File: config.mk
export PLATFORM = sky130hd
export DESIGN_NAME = ethernet_ip_frame_classifier_top
export DESIGN_NICKNAME = d
export VERILOG_FILES = /design/src/sv/efc_pkg.sv /design/src/sv/efc_hdr.sv /design/src/sv/ethernet_ip_frame_classifier_top.sv
export VERILOG_INCLUDE_DIRS = /design/src /design/src/sv
export SDC_FILE = /design/constraint.sdc
export NUM_CORES = 1
export LEC_CHECK = 0
export BUFFER_PORTS_ARGS = -buffer_cell sky130_fd_sc_hd__buf_2
export CAP_MARGIN = 20
export CELL_PAD_IN_SITES_DETAIL_PLACEMENT = 1
export CELL_PAD_IN_SITES_GLOBAL_PLACEMENT = 2
export CORE_ASPECT_RATIO = 0.6
export CORE_MARGIN = 3
export CORE_UTILIZATION = 37
export DETAILED_ROUTE_END_ITERATION = 6
export GPL_ROUTABILITY_DRIVEN = 1
export PLACE_DENSITY_LB_ADDON = 0.05
export SYNTH_ARGS = -nofsm -noshare
export SYNTH_HDL_FRONTEND = slang
export SYNTH_SLANG_ARGS = --single-unit
File: constraint.sdc
create_clock -name clk -period 6.9 [get_ports clk]
set_clock_uncertainty 0.15 [all_clocks]
set_input_delay 0.69 -clock clk [delete_from_list [all_inputs] [get_ports clk]]
set_output_delay 0.69 -clock clk [all_outputs]
set_load 0.03 [all_outputs]
File: src/sv/ethernet_ip_frame_classifier_top_assert.svh
// Assertion macros for the Ethernet/IP frame classifier.
// Sampled on clk; the checked module provides clk and rst_n.
`ifndef ETHERNET_IP_FRAME_CLASSIFIER_TOP_ASSERT_SVH
`define ETHERNET_IP_FRAME_CLASSIFIER_TOP_ASSERT_SVH
`ifndef NO_ASSERTIONS
`define EFC_ASSERT(label, prop, msg) \
  label: assert property (@(posedge clk) disable iff (!rst_n) (prop)) else $error(msg);
`define EFC_ASSERT_ALWAYS(label, prop, msg) \
  label: assert property (@(posedge clk) (prop)) else $error(msg);
`else
`define EFC_ASSERT(label, prop, msg)
`define EFC_ASSERT_ALWAYS(label, prop, msg)
`endif
`endif

File: src/sv/efc_pkg.sv
// Shared types and constants for the Ethernet/IP frame classifier.
// No dependencies.
`timescale 1ns / 1ps
`default_nettype none
package efc_pkg;

  localparam int MacW   = 48;
  localparam int CountW = 5;

  localparam logic [CountW-1:0] COUNT_MAX    = 5'd31;
  localparam logic [CountW-1:0] ETH_HDR_LEN  = 5'd14;
  localparam logic [CountW-1:0] VLAN_HDR_LEN = 5'd18;

  localparam logic [15:0] TYPE_VLAN = 16'h8100;
  localparam logic [15:0] TYPE_IPV4 = 16'h0800;
  localparam logic [15:0] TYPE_IPV6 = 16'h86DD;

  localparam logic [7:0] BCAST_BYTE = 8'hFF;
  localparam logic [7:0] V6MC_BYTE  = 8'h33;

  localparam logic [1:0] DIR_UNKNOWN  = 2'd0;
  localparam logic [1:0] DIR_INBOUND  = 2'd1;
  localparam logic [1:0] DIR_OUTBOUND = 2'd2;

  // configuration register indexes
  localparam logic REG_OWN_MAC       = 1'b0;
  localparam logic REG_OWN_MAC_VALID = 1'b1;

  typedef struct packed {
    logic [7:0] data_byte;
    logic       last_byte;
  } in_t;

  typedef struct packed {
    logic       is_ip;
    logic [4:0] payload_offset;
    logic [1:0] direction;
  } out_t;

endpackage
`default_nettype wire

File: src/sv/efc_hdr.sv
// Header tracker: per-byte address matching, ethertype capture and the
// end-of-frame verdict. Depends on efc_pkg.
`timescale 1ns / 1ps
`default_nettype none
module efc_hdr (
  input  wire logic                     clk,
  input  wire logic                     rst_n,
  input  wire logic                     step,
  input  wire efc_pkg::in_t             item,
  input  wire logic [efc_pkg::MacW-1:0] own_mac,
  input  wire logic                     own_mac_valid,
  output efc_pkg::out_t                 result
);

  logic [efc_pkg::CountW-1:0] byte_cnt_r, byte_cnt_nxt;
  logic        dst_own_r, dst_own_nxt;
  logic        src_own_r, src_own_nxt;
  logic        dst_bc_r, dst_bc_nxt;
  logic        dst_mc_r, dst_mc_nxt;
  logic [15:0] outer_type_r, outer_type_nxt;
  logic [15:0] inner_type_r, inner_type_nxt;

  logic [2:0]  mac_idx;
  logic [7:0]  own_byte;
  logic [7:0]  b;
  logic [15:0] etype;
  logic [4:0]  pos;

  assign b   = item.data_byte;
  assign pos = byte_cnt_r;

  // address byte index 0..5 within either MAC field
  always_comb begin
    if (pos < 5'd6) begin
      mac_idx = pos[2:0];
    end else begin
      mac_idx = 3'(pos - 5'd6);
    end
  end

  always_comb begin
    unique case (mac_idx)
      3'd0:    own_byte = own_mac[47:40];
      3'd1:    own_byte = own_mac[39:32];
      3'd2:    own_byte = own_mac[31:24];
      3'd3:    own_byte = own_mac[23:16];
      3'd4:    own_byte = own_mac[15:8];
      default: own_byte = own_mac[7:0];
    endcase
  end

  always_comb begin
    dst_own_nxt    = dst_own_r;
    src_own_nxt    = src_own_r;
    dst_bc_nxt     = dst_bc_r;
    dst_mc_nxt     = dst_mc_r;
    outer_type_nxt = outer_type_r;
    inner_type_nxt = inner_type_r;
    if (pos < 5'd6) begin
      if (b != own_byte) dst_own_nxt = 1'b0;
      if (b != efc_pkg::BCAST_BYTE) dst_bc_nxt = 1'b0;
      if (pos < 5'd2 && b != efc_pkg::V6MC_BYTE) dst_mc_nxt = 1'b0;
    end else if (pos < 5'd12) begin
      if (b != own_byte) src_own_nxt = 1'b0;
    end else if (pos < 5'd14) begin
      outer_type_nxt = {outer_type_r[7:0], b};
    end else if (pos == 5'd16 || pos == 5'd17) begin
      inner_type_nxt = {inner_type_r[7:0], b};
    end
    byte_cnt_nxt = (byte_cnt_r < efc_pkg::COUNT_MAX) ? 5'(byte_cnt_r + 5'd1) : byte_cnt_r;
  end

  // verdict from the state including the current byte; frame length is pos + 1
  always_comb begin
    result.is_ip          = 1'b0;
    result.payload_offset = 5'd0;
    result.direction      = efc_pkg::DIR_UNKNOWN;
    etype                 = outer_type_nxt;
    if (pos >= efc_pkg::ETH_HDR_LEN) begin
      result.payload_offset = efc_pkg::ETH_HDR_LEN;
      if (outer_type_nxt == efc_pkg::TYPE_VLAN && pos >= efc_pkg::VLAN_HDR_LEN) begin
        etype                 = inner_type_nxt;
        result.payload_offset = efc_pkg::VLAN_HDR_LEN;
      end
      if (etype == efc_pkg::TYPE_IPV4 || etype == efc_pkg::TYPE_IPV6) begin
        result.is_ip = 1'b1;
        if (own_mac_valid) begin
          priority if (src_own_nxt) begin
            result.direction = efc_pkg::DIR_OUTBOUND;
          end else if (dst_own_nxt || dst_bc_nxt || dst_mc_nxt) begin
            result.direction = efc_pkg::DIR_INBOUND;
          end else begin
            result.direction = efc_pkg::DIR_UNKNOWN;
          end
        end
      end else begin
        result.payload_offset = 5'd0;
      end
    end
  end

  always_ff @(posedge clk) begin
    if (!rst_n || (step && item.last_byte)) begin
      byte_cnt_r   <= '0;
      dst_own_r    <= 1'b1;
      src_own_r    <= 1'b1;
      dst_bc_r     <= 1'b1;
      dst_mc_r     <= 1'b1;
      outer_type_r <= '0;
      inner_type_r <= '0;
    end else if (step) begin
      byte_cnt_r   <= byte_cnt_nxt;
      dst_own_r    <= dst_own_nxt;
      src_own_r    <= src_own_nxt;
      dst_bc_r     <= dst_bc_nxt;
      dst_mc_r     <= dst_mc_nxt;
      outer_type_r <= outer_type_nxt;
      inner_type_r <= inner_type_nxt;
    end
  end

endmodule
`default_nettype wire

File: src/sv/ethernet_ip_frame_classifier_top.sv
// Ethernet/IP frame classifier, one frame byte per transfer.
// The last byte passes the input register and its result the result register.
// Throughput: one byte per cycle; a last byte waits in the input register
// only while an earlier result is still stalled in the result register.
// Reset (rst_n low, synchronous) empties both registers, clears frame state
// and sets own_mac to zero and own_mac_valid to 0.
`timescale 1ns / 1ps
`default_nettype none
`include "ethernet_ip_frame_classifier_top_assert.svh"
module ethernet_ip_frame_classifier_top (
  input  wire logic                     clk,
  input  wire logic                     rst_n,
  input  wire logic                     in_valid,
  output logic                          in_stall,
  input  wire efc_pkg::in_t             in_data,
  output logic                          out_valid,
  input  wire logic                     out_stall,
  output efc_pkg::out_t                 out_data,
  input  wire logic                     cfg_wr_en,
  input  wire logic                     cfg_index,
  input  wire logic [efc_pkg::MacW-1:0] cfg_wdata
);

  logic [efc_pkg::MacW-1:0] own_mac_r;
  logic                     own_mac_valid_r;

  logic          in_valid_r;
  efc_pkg::in_t  in_r;
  logic          out_valid_r;
  efc_pkg::out_t out_r;
  efc_pkg::out_t res;

  logic in_xfer;
  logic s1_go;

  // a non-last byte always moves on; a last byte needs room in the result register
  assign s1_go    = in_valid_r && (!in_r.last_byte || !out_valid_r || !out_stall);
  assign in_stall = in_valid_r && !s1_go;
  assign in_xfer  = in_valid && !in_stall;

  always_ff @(posedge clk) begin
    if (!rst_n) begin
      own_mac_r       <= '0;
      own_mac_valid_r <= 1'b0;
    end else if (cfg_wr_en) begin
      unique case (cfg_index)
        efc_pkg::REG_OWN_MAC:       own_mac_r       <= cfg_wdata;
        efc_pkg::REG_OWN_MAC_VALID: own_mac_valid_r <= cfg_wdata[0];
        default: ;
      endcase
    end
  end

  always_ff @(posedge clk) begin
    if (!rst_n) begin
      in_valid_r <= 1'b0;
    end else if (in_xfer) begin
      in_valid_r <= 1'b1;
    end else if (s1_go) begin
      in_valid_r <= 1'b0;
    end
  end

  always_ff @(posedge clk) begin
    if (in_xfer) begin
      in_r <= in_data;
    end
  end

  efc_hdr u_hdr (
    .clk           (clk),
    .rst_n         (rst_n),
    .step          (s1_go),
    .item          (in_r),
    .own_mac       (own_mac_r),
    .own_mac_valid (own_mac_valid_r),
    .result        (res)
  );

  always_ff @(posedge clk) begin
    if (!rst_n) begin
      out_valid_r <= 1'b0;
    end else if (s1_go && in_r.last_byte) begin
      out_valid_r <= 1'b1;
    end else if (!out_stall) begin
      out_valid_r <= 1'b0;
    end
  end

  always_ff @(posedge clk) begin
    if (s1_go && in_r.last_byte) begin
      out_r <= res;
    end
  end

  assign out_valid = out_valid_r;
  assign out_data  = out_r;

  `EFC_ASSERT(a_not_ip_clean, out_valid_r && !out_r.is_ip |-> out_r.payload_offset == 5'd0 && out_r.direction == efc_pkg::DIR_UNKNOWN, "non-IP result carries offset or direction")
  `EFC_ASSERT(a_ip_offset, out_valid_r && out_r.is_ip |-> out_r.payload_offset == efc_pkg::ETH_HDR_LEN || out_r.payload_offset == efc_pkg::VLAN_HDR_LEN, "IP result with bad offset")
  `EFC_ASSERT(a_last_held, in_valid_r && in_r.last_byte && out_valid_r && out_stall |=> in_valid_r && in_r.last_byte, "last byte lost while result register full")
  `EFC_ASSERT(a_no_overwrite, out_valid_r && out_stall |=> out_valid_r && $stable(out_r), "stalled result overwritten")
  `EFC_ASSERT_ALWAYS(a_reset_empty, !rst_n |=> !out_valid_r && !in_valid_r, "registers not empty after reset")

endmodule
`default_nettype wire
==> reports/metrics.csv, run 1 <==
metric,value,unit
run status,"complete, no violations",
WL per Instance,20.5,µm
Area Growth Syn to Fin,12.6,%
final setup violating endpoints,0,
"CTS clk-pin slew, worst paths",0.09,ns
clk sink count,107,
Post-CTS Resized,0,
Syn Inst Count,660,
hold path depth,2,
first-pass GRT wire length,28.7,mm
# IOs,73,
unrepaired setup endpoints after global routing,false,
clock tree from TritonCTS,done,
gr usage total,22.6,%
DIE AREA,16600,µm²
Slew HR,30.3,%
Antenna diodes,0,
H-tree Lvls,3,
syn nets,729,
ys async rst share,0,%
Filler cells,1742,
HP Class,reg -> reg,
initial core utilization,38.1,%
die height,101,µm
Worst path slowest cell,dfxtp_1,
WHS,0.312,ns
Tcrit/Tclk final,68.1,%
Unique masters post-synth,78,
critical-path maximum fanout,18,
CTS Buf Count,9,
initial drt markers,343,
TNS Setup,0,ns
HPWL after DPL,13.7,mm
"Slew Viols, Final",0,
number of synthesized flops with an enable pin,15,
routed vias,5086,
global route overflow,0,
cell chain of the critical path,"ha_1, nand4bb_1, nor4_1, a21oi_1, o31ai_1, or4b_1, nor4_2, a21oi_2, a2111oi_4",
largest net degree at the start of global routing,55,
Worst Tran Pin Value,1.04,ns
total wire length,18.5,mm
CP startpoint kind,register,
drt pass-1 iters,5,
num rows,34,
post-placement cell count,884,
sequential-to-total area share from yosys stat,41.2,%
Top delay family on crit path,simple AND/OR/NAND/NOR gates,
max-cap viol count,0,
Via-to-Cell Ratio,5.64,
Die Wd,164,µm
share of cells above drive strength 1,16.2,%
synth warn,0,
core area,14600,µm²
Finished Layout Cells,901,
predominant post-synthesis flop cell,dfxtp_1,
"Arr. time, crit path",4.72,ns
worst path bufs/invs,0,
Power Dens Cells,208,nW/µm²
GP Congestion,0.872,
register area,2290,µm²
crit path time final,4.70,ns
DRC viols,0,
Longest Clk Path Bufs,2,
Yosys reg bits,107,
clock root buffer master,clkbuf_16,
Power Total,1.30,mW
top cell type's share of synthesized area,33.1,%
Buffers on Ports,71,
maximum clock frequency,213,MHz
number of global-route vias before repair,4980,
cell taking the most area after synthesis,dfxtp_1,
Worst Path Required,6.92,ns
initial antenna violation count,0,
multi-input combinational cell area,3010,µm²
Hold Buf Count CTS,0,
CP Depth,9,
synth top area cells,"dfxtp_1 33%, nand2_1 11%, edfxtp_1 8.1%",
Leak Pwr,2.21,nW
clk_lat worst skew,0.36,ns
Post-CTS Setup Bufs,0,
synthesized area,5570,µm²
"Hold Vio Cnt, Final",0,
Syn Area/Cell,8.43,µm²
Detail Route Antenna Nets,0,
reg2reg path depth,9,
CP max stage delay,0.81,ns
kind of critical path,reg -> reg,
Critical Path Sink Type,register,
Peak VDD IR,109,µV
Final #Nets,767,
final core occ,43.0,%
==> kinds of logic (layout without fill, tap and decap cells) <==
family / after synthesis / in the layout / synth area share, %
xor gates and xnor gates: 6 / 6 / 0.944
AOI/OAI and AO/OA: 188 / 188 / 24.2
adders and majority gates: 6 / 6 / 1.35
buffers and inverters: 60 / 103 / 4.83
other: 1 / 1 / 0.0674
and+or+nand+nor: 275 / 275 / 23.6
muxes: 17 / 17 / 3.82
DFF: 107 / 107 / 41.2
==> sequential cells by signal, summed over array words and instances (netlist names) <==
register and count:
own_mac_valid_r 1, u_hdr.dst_mc_r 1, in_valid_r 1, out_data 6
in_r 9, u_hdr.inner_type_r 16, u_hdr.dst_bc_r 1, u_hdr.outer_type_r 16
out_valid 1, u_hdr.dst_own_r 1, u_hdr.src_own_r 1, u_hdr.byte_cnt_r 5
own_mac_r 48
==> tightest hold or removal path: stages (launching register included) <==
cell and delay [ns]:
dfxtp_1 0.32, nand2_1 0.05, a21oi_1 0.05
==> through the flow <==
| stage | instance area, µm² | worst slack, ns |
|---|---|---|
| after floorplan | 5570 | 3.48 |
| after global placement | 5980 | 2.44 |
| after detailed placement | 5980 | 2.28 |
| after CTS | 6260 | 2.27 |
| after global routing | 6270 | 1.99 |
| final | 6270 | 2.20 |
==> cell usage after synthesis (4+ instances only) <==
| master | count |
|---|---|
| nand3_1 | 22 |
| a21oi_1 | 48 |
| o21ai_0 | 10 |
| o31ai_1 | 4 |
| a211oi_1 | 8 |
| mux2_2 | 4 |
| a31oi_1 | 7 |
| clkbuf_1 | 34 |
| nor2_1 | 24 |
| o22ai_1 | 12 |
| nand2_1 | 164 |
| ha_1 | 6 |
| nand2b_1 | 6 |
| nor4_1 | 6 |
| nor2b_1 | 8 |
| o211ai_1 | 5 |
| a32o_1 | 4 |
| dfxtp_1 | 92 |
| and2_1 | 4 |
| mux2i_1 | 10 |
| inv_1 | 12 |
| or4_1 | 4 |
| edfxtp_1 | 15 |
| buf_4 | 6 |
| nor4b_1 | 4 |
| nand4_1 | 5 |
| buf_2 | 5 |
| a21boi_0 | 50 |
| nor3_1 | 5 |
| o221ai_1 | 4 |
| o21a_1 | 4 |
==> power by group <==
group / internal [mW] / switching (mW) / leakage [nW]
Clock: 0.255 / 0.266 / 0.141
Combinational: 0.0439 / 0.0645 / 1.16
Sequential: 0.650 / 0.0222 / 0.904
Total: 0.949 / 0.353 / 2.21
==> routing by layer <==
layer | vias to the layer above | GRT usage [%] | share of wire (%)
met4 | 0 | 3.64 | 0.64
li1 | 2448 | - | -
met2 | 160 | 28.3 | 36
met3 | 14 | 5.83 | 7.1
met5 | - | 0 | 0
met1 | 2464 | 37.5 | 56
==> cells in the final DEF (no fill, tap or decap), drive strengths merged, types with 5 or more instances in the layout <==
master	n
or4	5
nand3	22
o21ai	11
clkbuf	10
nor2	24
edfxtp	15
a211oi	8
ha	6
nand2b	6
nor4b	5
mux2i	10
a31oi	7
inv	16
buf	75
a21oi	49
a21boi	50
dfxtp	92
nand4	5
nor2b	8
o211ai	5
nor4	8
nand2	165
o31ai	5
nor3	6
o22ai	12
==> layout make-up <==
class / instances / area share [%]
flip-flops and latches: 107 / 36.6
repair buffers: 75 / 6.15
clock inverters: 6 / 0.918
inverters: 12 / 0.718
multi-input cells: 493 / 48.1
clock buffers: 10 / 3.65
well taps: 198 / 3.95
==> final timing paths <==
| path | from | endpoint | slack, ns |
|---|---|---|---|
| hold / removal | u_hdr.inner_type_r[8] | u_hdr.inner_type_r[8] | 0.31 |
| hold reg to reg | u_hdr.inner_type_r[8] | u_hdr.inner_type_r[8] | 0.31 |
| setup reg to reg | u_hdr.byte_cnt_r[1] | out_data[0] | 2.20 |
| setup / recovery | u_hdr.byte_cnt_r[1] | out_data[0] | 2.20 |
Power figures use the tool's default switching activity.
==> run 2: changes to the inputs <==
--- a/config.mk
+++ b/config.mk
@@ -12,7 +12,7 @@
 export CELL_PAD_IN_SITES_GLOBAL_PLACEMENT = 2
 export CORE_ASPECT_RATIO = 0.6
 export CORE_MARGIN = 3
-export CORE_UTILIZATION = 37
+export CORE_UTILIZATION = 35
 export DETAILED_ROUTE_END_ITERATION = 6
 export GPL_ROUTABILITY_DRIVEN = 1
 export PLACE_DENSITY_LB_ADDON = 0.05
==> constraint.sdc (replaced) <==
create_clock -name clk -period 4.55 [get_ports clk]
set_clock_uncertainty 0.15 [all_clocks]
set_input_delay 0.455 -clock clk [delete_from_list [all_inputs] [get_ports clk]]
set_output_delay 0.455 -clock clk [all_outputs]
set_load 0.03 [all_outputs]
==> reports/metrics.csv, run 2 (same netlist as run 1, synthesis figures left out) <==
metric,value,unit
run status,"complete, no violations",
"Hold Vio Cnt, Final",0,
Hold Path Origin,in_data[7],
initial core utilization,36.0,%
clock power share,41.4,%
Post-DP Area,6050,µm²
# IOs,73,
Largest Register,own_mac_r,
first-pass GRT wire length,29.5,mm
initial antenna violation count,0,
Detail Route Antenna Nets,0,
Worst path slowest cell,and4bb_2,
kind of critical path,reg -> reg,
multi-input combinational cell area,3010,µm²
Critical Path Sink Type,register,
"setup slack, reg-to-reg",0.70,ns
maximum clock frequency,260,MHz
clk sink count,107,
TNS Setup,0,ns
Post-CTS Setup Bufs,0,
cell chain of the critical path,"buf_4, ha_1, and4bb_2, mux2i_1, o211a_1, or4b_1, nor4_2, a21oi_2, a2111oi_4",
Power Dens Cells,318,nW/µm²
global route overflow,0,
combinational share of power,8.5,%
reg2reg start,u_hdr.byte_cnt_r[2],
largest registers,"own_mac_r (48), u_hdr.inner_type_r (16), u_hdr.outer_type_r (16)",
"Slew Viols, Final",0,
Area Growth Syn to Fin,14.6,%
HP Class,in -> reg,
CTS Buf Count,9,
gr usage total,21.2,%
register area,2290,µm²
most frequent cells in the layout,"164 x nand2_1, 92 x dfxtp_1, 71 x buf_2, 50 x a21boi_0, 48 x a21oi_1",
Sw Pwr,532,µW
Worst Tran Pin Value,1.05,ns
reg2reg path depth,9,
die height,104,µm
CP max stage delay,0.76,ns
flip-flop count of the largest register after layout,48,
Power Total,2.03,mW
total wire length,18.4,mm
Via-to-Cell Ratio,5.49,
worst path bufs/invs,1,
Filler cells,1827,
DRC viols,0,
Leak Pwr,2.26,nW
unrepaired setup endpoints after global routing,false,
Slew HR,29.4,%
share of cells above drive strength 1,17.3,%
GP Congestion,0.841,
DIE AREA,17500,µm²
core area,15500,µm²
Int Pwr,1.50,mW
Hold Path Sink,in_r[7],
largest net degree at the start of global routing,55,
Post-CTS Resized,0,
clock root buffer master,clkbuf_16,
Final Cell Area,6380,µm²
max-cap viol count,0,
Final #Nets,776,
hold path depth,1,
WL per Instance,20.1,µm
critical-path maximum fanout,21,
clk_lat worst skew,0.35,ns
CP startpoint kind,register,
Die Wd,169,µm
"Arr. time, crit path",3.87,ns
Longest Clk Path Bufs,2,
Flop pwr share,50.1,%
num rows,35,
sw frac,26.2,%
crit path time final,3.85,ns
"leading cell type in the layout, fill and taps excluded",nand2_1,
routed vias,5026,
RR Endpoint,out_data[0],
initial drt markers,302,
Top delay family on crit path,simple AND/OR/NAND/NOR gates,
Tcrit/Tclk final,84.6,%
Peak VDD IR,177,µV
drt pass-1 iters,5,
met2 Track Usage GR,25.9,%
"CTS clk-pin slew, worst paths",0.08,ns
Buffers on Ports,71,
Hold Buf Count CTS,0,
clock tree from TritonCTS,done,
GR Layer Usage met1,36.9,%
number of global-route vias before repair,5097,
H-tree Lvls,3,
final core occ,41.3,%
final setup violating endpoints,0,
Antenna diodes,0,
met3 usage,4.12,%
Worst Path Required,4.57,ns
global route hottest layer,met1,
HPWL after DPL,13.7,mm
==> run 2: final cells by class <==
class                      count  area share (%)
multi-input combinational    493            47.2
sequential                   107            35.9
timing repair buffer          84            7.30
tap                          203            3.98
clock buffer                  10            3.59
clock inverter                 6            1.24
inverter                      12           0.706
==> run 2: worst max-delay path by stage <==
| stage | start | slack (ns) | depth (start not counted) | to |
|---|---|---|---|---|
| 2_1_floorplan | u_hdr.byte_cnt_r[1] | 1.13 | 10 | out_data[0] |
| 3_3_place_gp | u_hdr.byte_cnt_r[2] | 0.86 | 9 | out_data[0] |
| 3_5_place_dp | u_hdr.byte_cnt_r[2] | 0.74 | 9 | out_data[0] |
| 4_1_cts | u_hdr.byte_cnt_r[2] | 0.71 | 9 | out_data[0] |
| 5_1_grt | u_hdr.byte_cnt_r[2] | 0.39 | 10 | out_data[0] |
| 6_report | u_hdr.byte_cnt_r[2] | 0.70 | 9 | out_data[0] |
==> run 2: worst register-to-register path, cell delays in order, from the launching register on <==
cell       delay (ns)
dfxtp_1          0.30
buf_4            0.17
ha_1             0.40
and4bb_2         0.77
mux2i_1          0.27
o211a_1          0.27
or4b_1           0.49
nor4_2           0.33
a21oi_2          0.19
a2111oi_4        0.34
==> run 2: power by group through the flow <==
| stage | clock network [mW] | registers (mW) | logic (mW) |
|---|---|---|---|
| after floorplan | 0 | 1.02 | 0.107 |
| after global placement | 0 | 1.04 | 0.168 |
| after detailed placement | 0 | 1.04 | 0.173 |
| after CTS | 0.861 | 1.02 | 0.174 |
| after global routing | 0.897 | 1.02 | 0.197 |
| final | 0.841 | 1.02 | 0.173 |
==> run 2: routing by layer <==
metal	up-vias	part of all wire, %	wire [µm]
met3	12	6.0	1100
met5	-	0	0
met2	116	36	6640
met4	0	0.54	99
li1	2463	-	-
met1	2435	57	10600
==> run 2: stage by stage <==
step / hold WS (ns) / setup slack, ns / std cells
6_report: 0.123 / 0.699 / 915
5_1_grt: 0.106 / 0.388 / 915
4_1_cts: 0.112 / 0.712 / 914
3_5_place_dp: 0.301 / 0.738 / 898
3_3_place_gp: 0.295 / 0.862 / 898
2_1_floorplan: 0.286 / 1.13 / 660
==> run 3: changes to the inputs <==
==> constraint.sdc (replaced) <==
create_clock -name clk -period 4 [get_ports clk]
set_clock_uncertainty 0.15 [all_clocks]
set_input_delay 0.4 -clock clk [delete_from_list [all_inputs] [get_ports clk]]
set_output_delay 0.4 -clock clk [all_outputs]
set_load 0.03 [all_outputs]
==> reports/metrics.csv, run 3 (same netlist as run 1, synthesis figures left out) <==
metric,value,unit
num rows,35,
clk_lat worst skew,0.36,ns
"CTS clk-pin slew, worst paths",0.08,ns
clock power share,39.9,%
DIE AREA,17500,µm²
initial core utilization,36.0,%
largest net degree at the start of global routing,55,
CP startpoint kind,register,
Largest Register,own_mac_r,
max-cap viol count,0,
Antenna diodes,0,
Slew HR,30.1,%
kind of critical path,reg -> reg,
"setup slack, reg-to-reg",0.30,ns
Buffers on Ports,71,
CP max stage delay,0.55,ns
Leak Pwr,2.30,nW
gr usage total,21.2,%
worst slack at placement,0.266,ns
initial drt markers,410,
initial antenna violation count,0,
die height,104,µm
Worst path slowest cell,dfxtp_1,
# IOs,73,
global route overflow,0,
Peak VDD IR,215,µV
Power Total,2.26,mW
worst path bufs/invs,1,
"Slew Viols, Final",0,
Sw Pwr,610,µW
WHS,0.0627,ns
final worst slack,0.304,ns
share of cells above drive strength 1,18.3,%
flip-flop count of the largest register after layout,48,
core area,15500,µm²
unrepaired setup endpoints after global routing,false,
clk sink count,107,
reg2reg start,u_hdr.byte_cnt_r[2],
Finished Layout Cells,924,
H-tree Lvls,3,
Via-to-Cell Ratio,5.63,
met2 WL post-DR,7.06,mm
WL met1,10.3,mm
Tcrit/Tclk final,92.4,%
crit path time final,3.70,ns
clock root buffer master,clkbuf_16,
first-pass GRT wire length,29.5,mm
Worst Tran Pin Value,1.05,ns
hold path depth,1,
final core occ,41.5,%
post-placement cell count,908,
most frequent cells in the layout,"164 x nand2_1, 92 x dfxtp_1, 71 x buf_2, 50 x a21boi_0, 48 x a21oi_1",
largest registers,"own_mac_r (48), u_hdr.inner_type_r (16), u_hdr.outer_type_r (16)",
Worst Path Required,4.02,ns
routed vias,5204,
Final #Nets,785,
run status,"complete, no violations",
Final Cell Area,6420,µm²
DRC viols,0,
Longest Clk Path Bufs,2,
clock tree from TritonCTS,done,
Post-DP Area,6120,µm²
routed wl met3,1.15,mm
critical-path maximum fanout,10,
TNS Setup,0,ns
Post-CTS Setup Bufs,0,
Hold Path Origin,in_data[6],
top sig layer,met4,
total wire length,18.5,mm
Power Dens Cells,351,nW/µm²
reg2reg path depth,10,
sw frac,27.0,%
Top delay family on crit path,compound AO/OA/AOI/OAI gates,
Critical Path Sink Type,register,
Flop pwr share,51.0,%
number of global-route vias before repair,5119,
drt pass-1 iters,5,
Area Growth Syn to Fin,15.4,%
combinational share of power,9.0,%
final setup violating endpoints,0,
HPWL after DPL,14.0,mm
GP Congestion,0.906,
RR Endpoint,out_data[0],
CTS Buf Count,9,
"Hold Vio Cnt, Final",0,
Detail Route Antenna Nets,0,
"Arr. time, crit path",3.72,ns
Int Pwr,1.65,mW
cell chain of the critical path,"ha_1, buf_4, o31a_1, a211oi_1, o21ai_0, o32ai_1, nor4b_1, nor4b_2, a41oi_1, a2111oi_4",
"leading cell type in the layout, fill and taps excluded",nand2_1,
WL per Instance,20.1,µm
Hold Path Sink,in_r[6],
maximum clock frequency,271,MHz
Die Wd,169,µm
HP Class,in -> reg,
## run 3: changes by cell type in the layout (fill, tap and decap cells not counted), moves of 2 or more
cell,delta
inv_8,-2
buf_4,+10
inv_6,+2
clkinv_8,+2
## run 3: what timing repair did
action | in CTS | in global routing
hold buffers | 0 | 0
endpoints found under the hold margin | 0 | 0
gates resized for setup | 0 | 1
setup endpoints to repair | 0 | 2
## run 3: layout make-up
class                      count  area, µm²
tap                          203        254
clock inverter                 6       67.6
multi-input combinational    493       3010
timing repair buffer          93        520
fill                        1895       9040
clock buffer                  10        229
sequential                   107       2290
inverter                      12       45.0
## run 3: layer usage
metal  track usage [%]  vias up
met5                 0        -
met4              2.80        0
met3              4.73        8
met2              27.3      161
met1              35.5     2560
li1                  -     2475
## run 3: power groups by stage
| stage | Combinational, mW | Clock (mW) | Sequential (mW) |
|---|---|---|---|
| floorplan | 0.122 | 0 | 1.16 |
| global placement | 0.197 | 0 | 1.17 |
| detailed placement | 0.204 | 0 | 1.18 |
| CTS | 0.205 | 0.927 | 1.15 |
| global route | 0.228 | 0.962 | 1.15 |
| finish | 0.204 | 0.901 | 1.15 |
## run 3: worst max-delay path by stage
stage               cells after the start     endpoint                start
floorplan                              10  out_data[0]  u_hdr.byte_cnt_r[1]
global placement                       10  out_data[0]  u_hdr.byte_cnt_r[2]
detailed placement                     10  out_data[0]  u_hdr.byte_cnt_r[2]
CTS                                    10  out_data[0]  u_hdr.byte_cnt_r[2]
global route                           10  out_data[0]  u_hdr.byte_cnt_r[2]
finish                                 10  out_data[0]  u_hdr.byte_cnt_r[2]
## run 3: worst register-to-register path, delay by kind of cell, from the launching register on
family | cells | cell delay, ns
compound gates | 6 | 1.54
buf+inv | 1 | 0.24
fa+ha+maj | 1 | 0.42
simple gates | 2 | 0.63
flops | 1 | 0.55
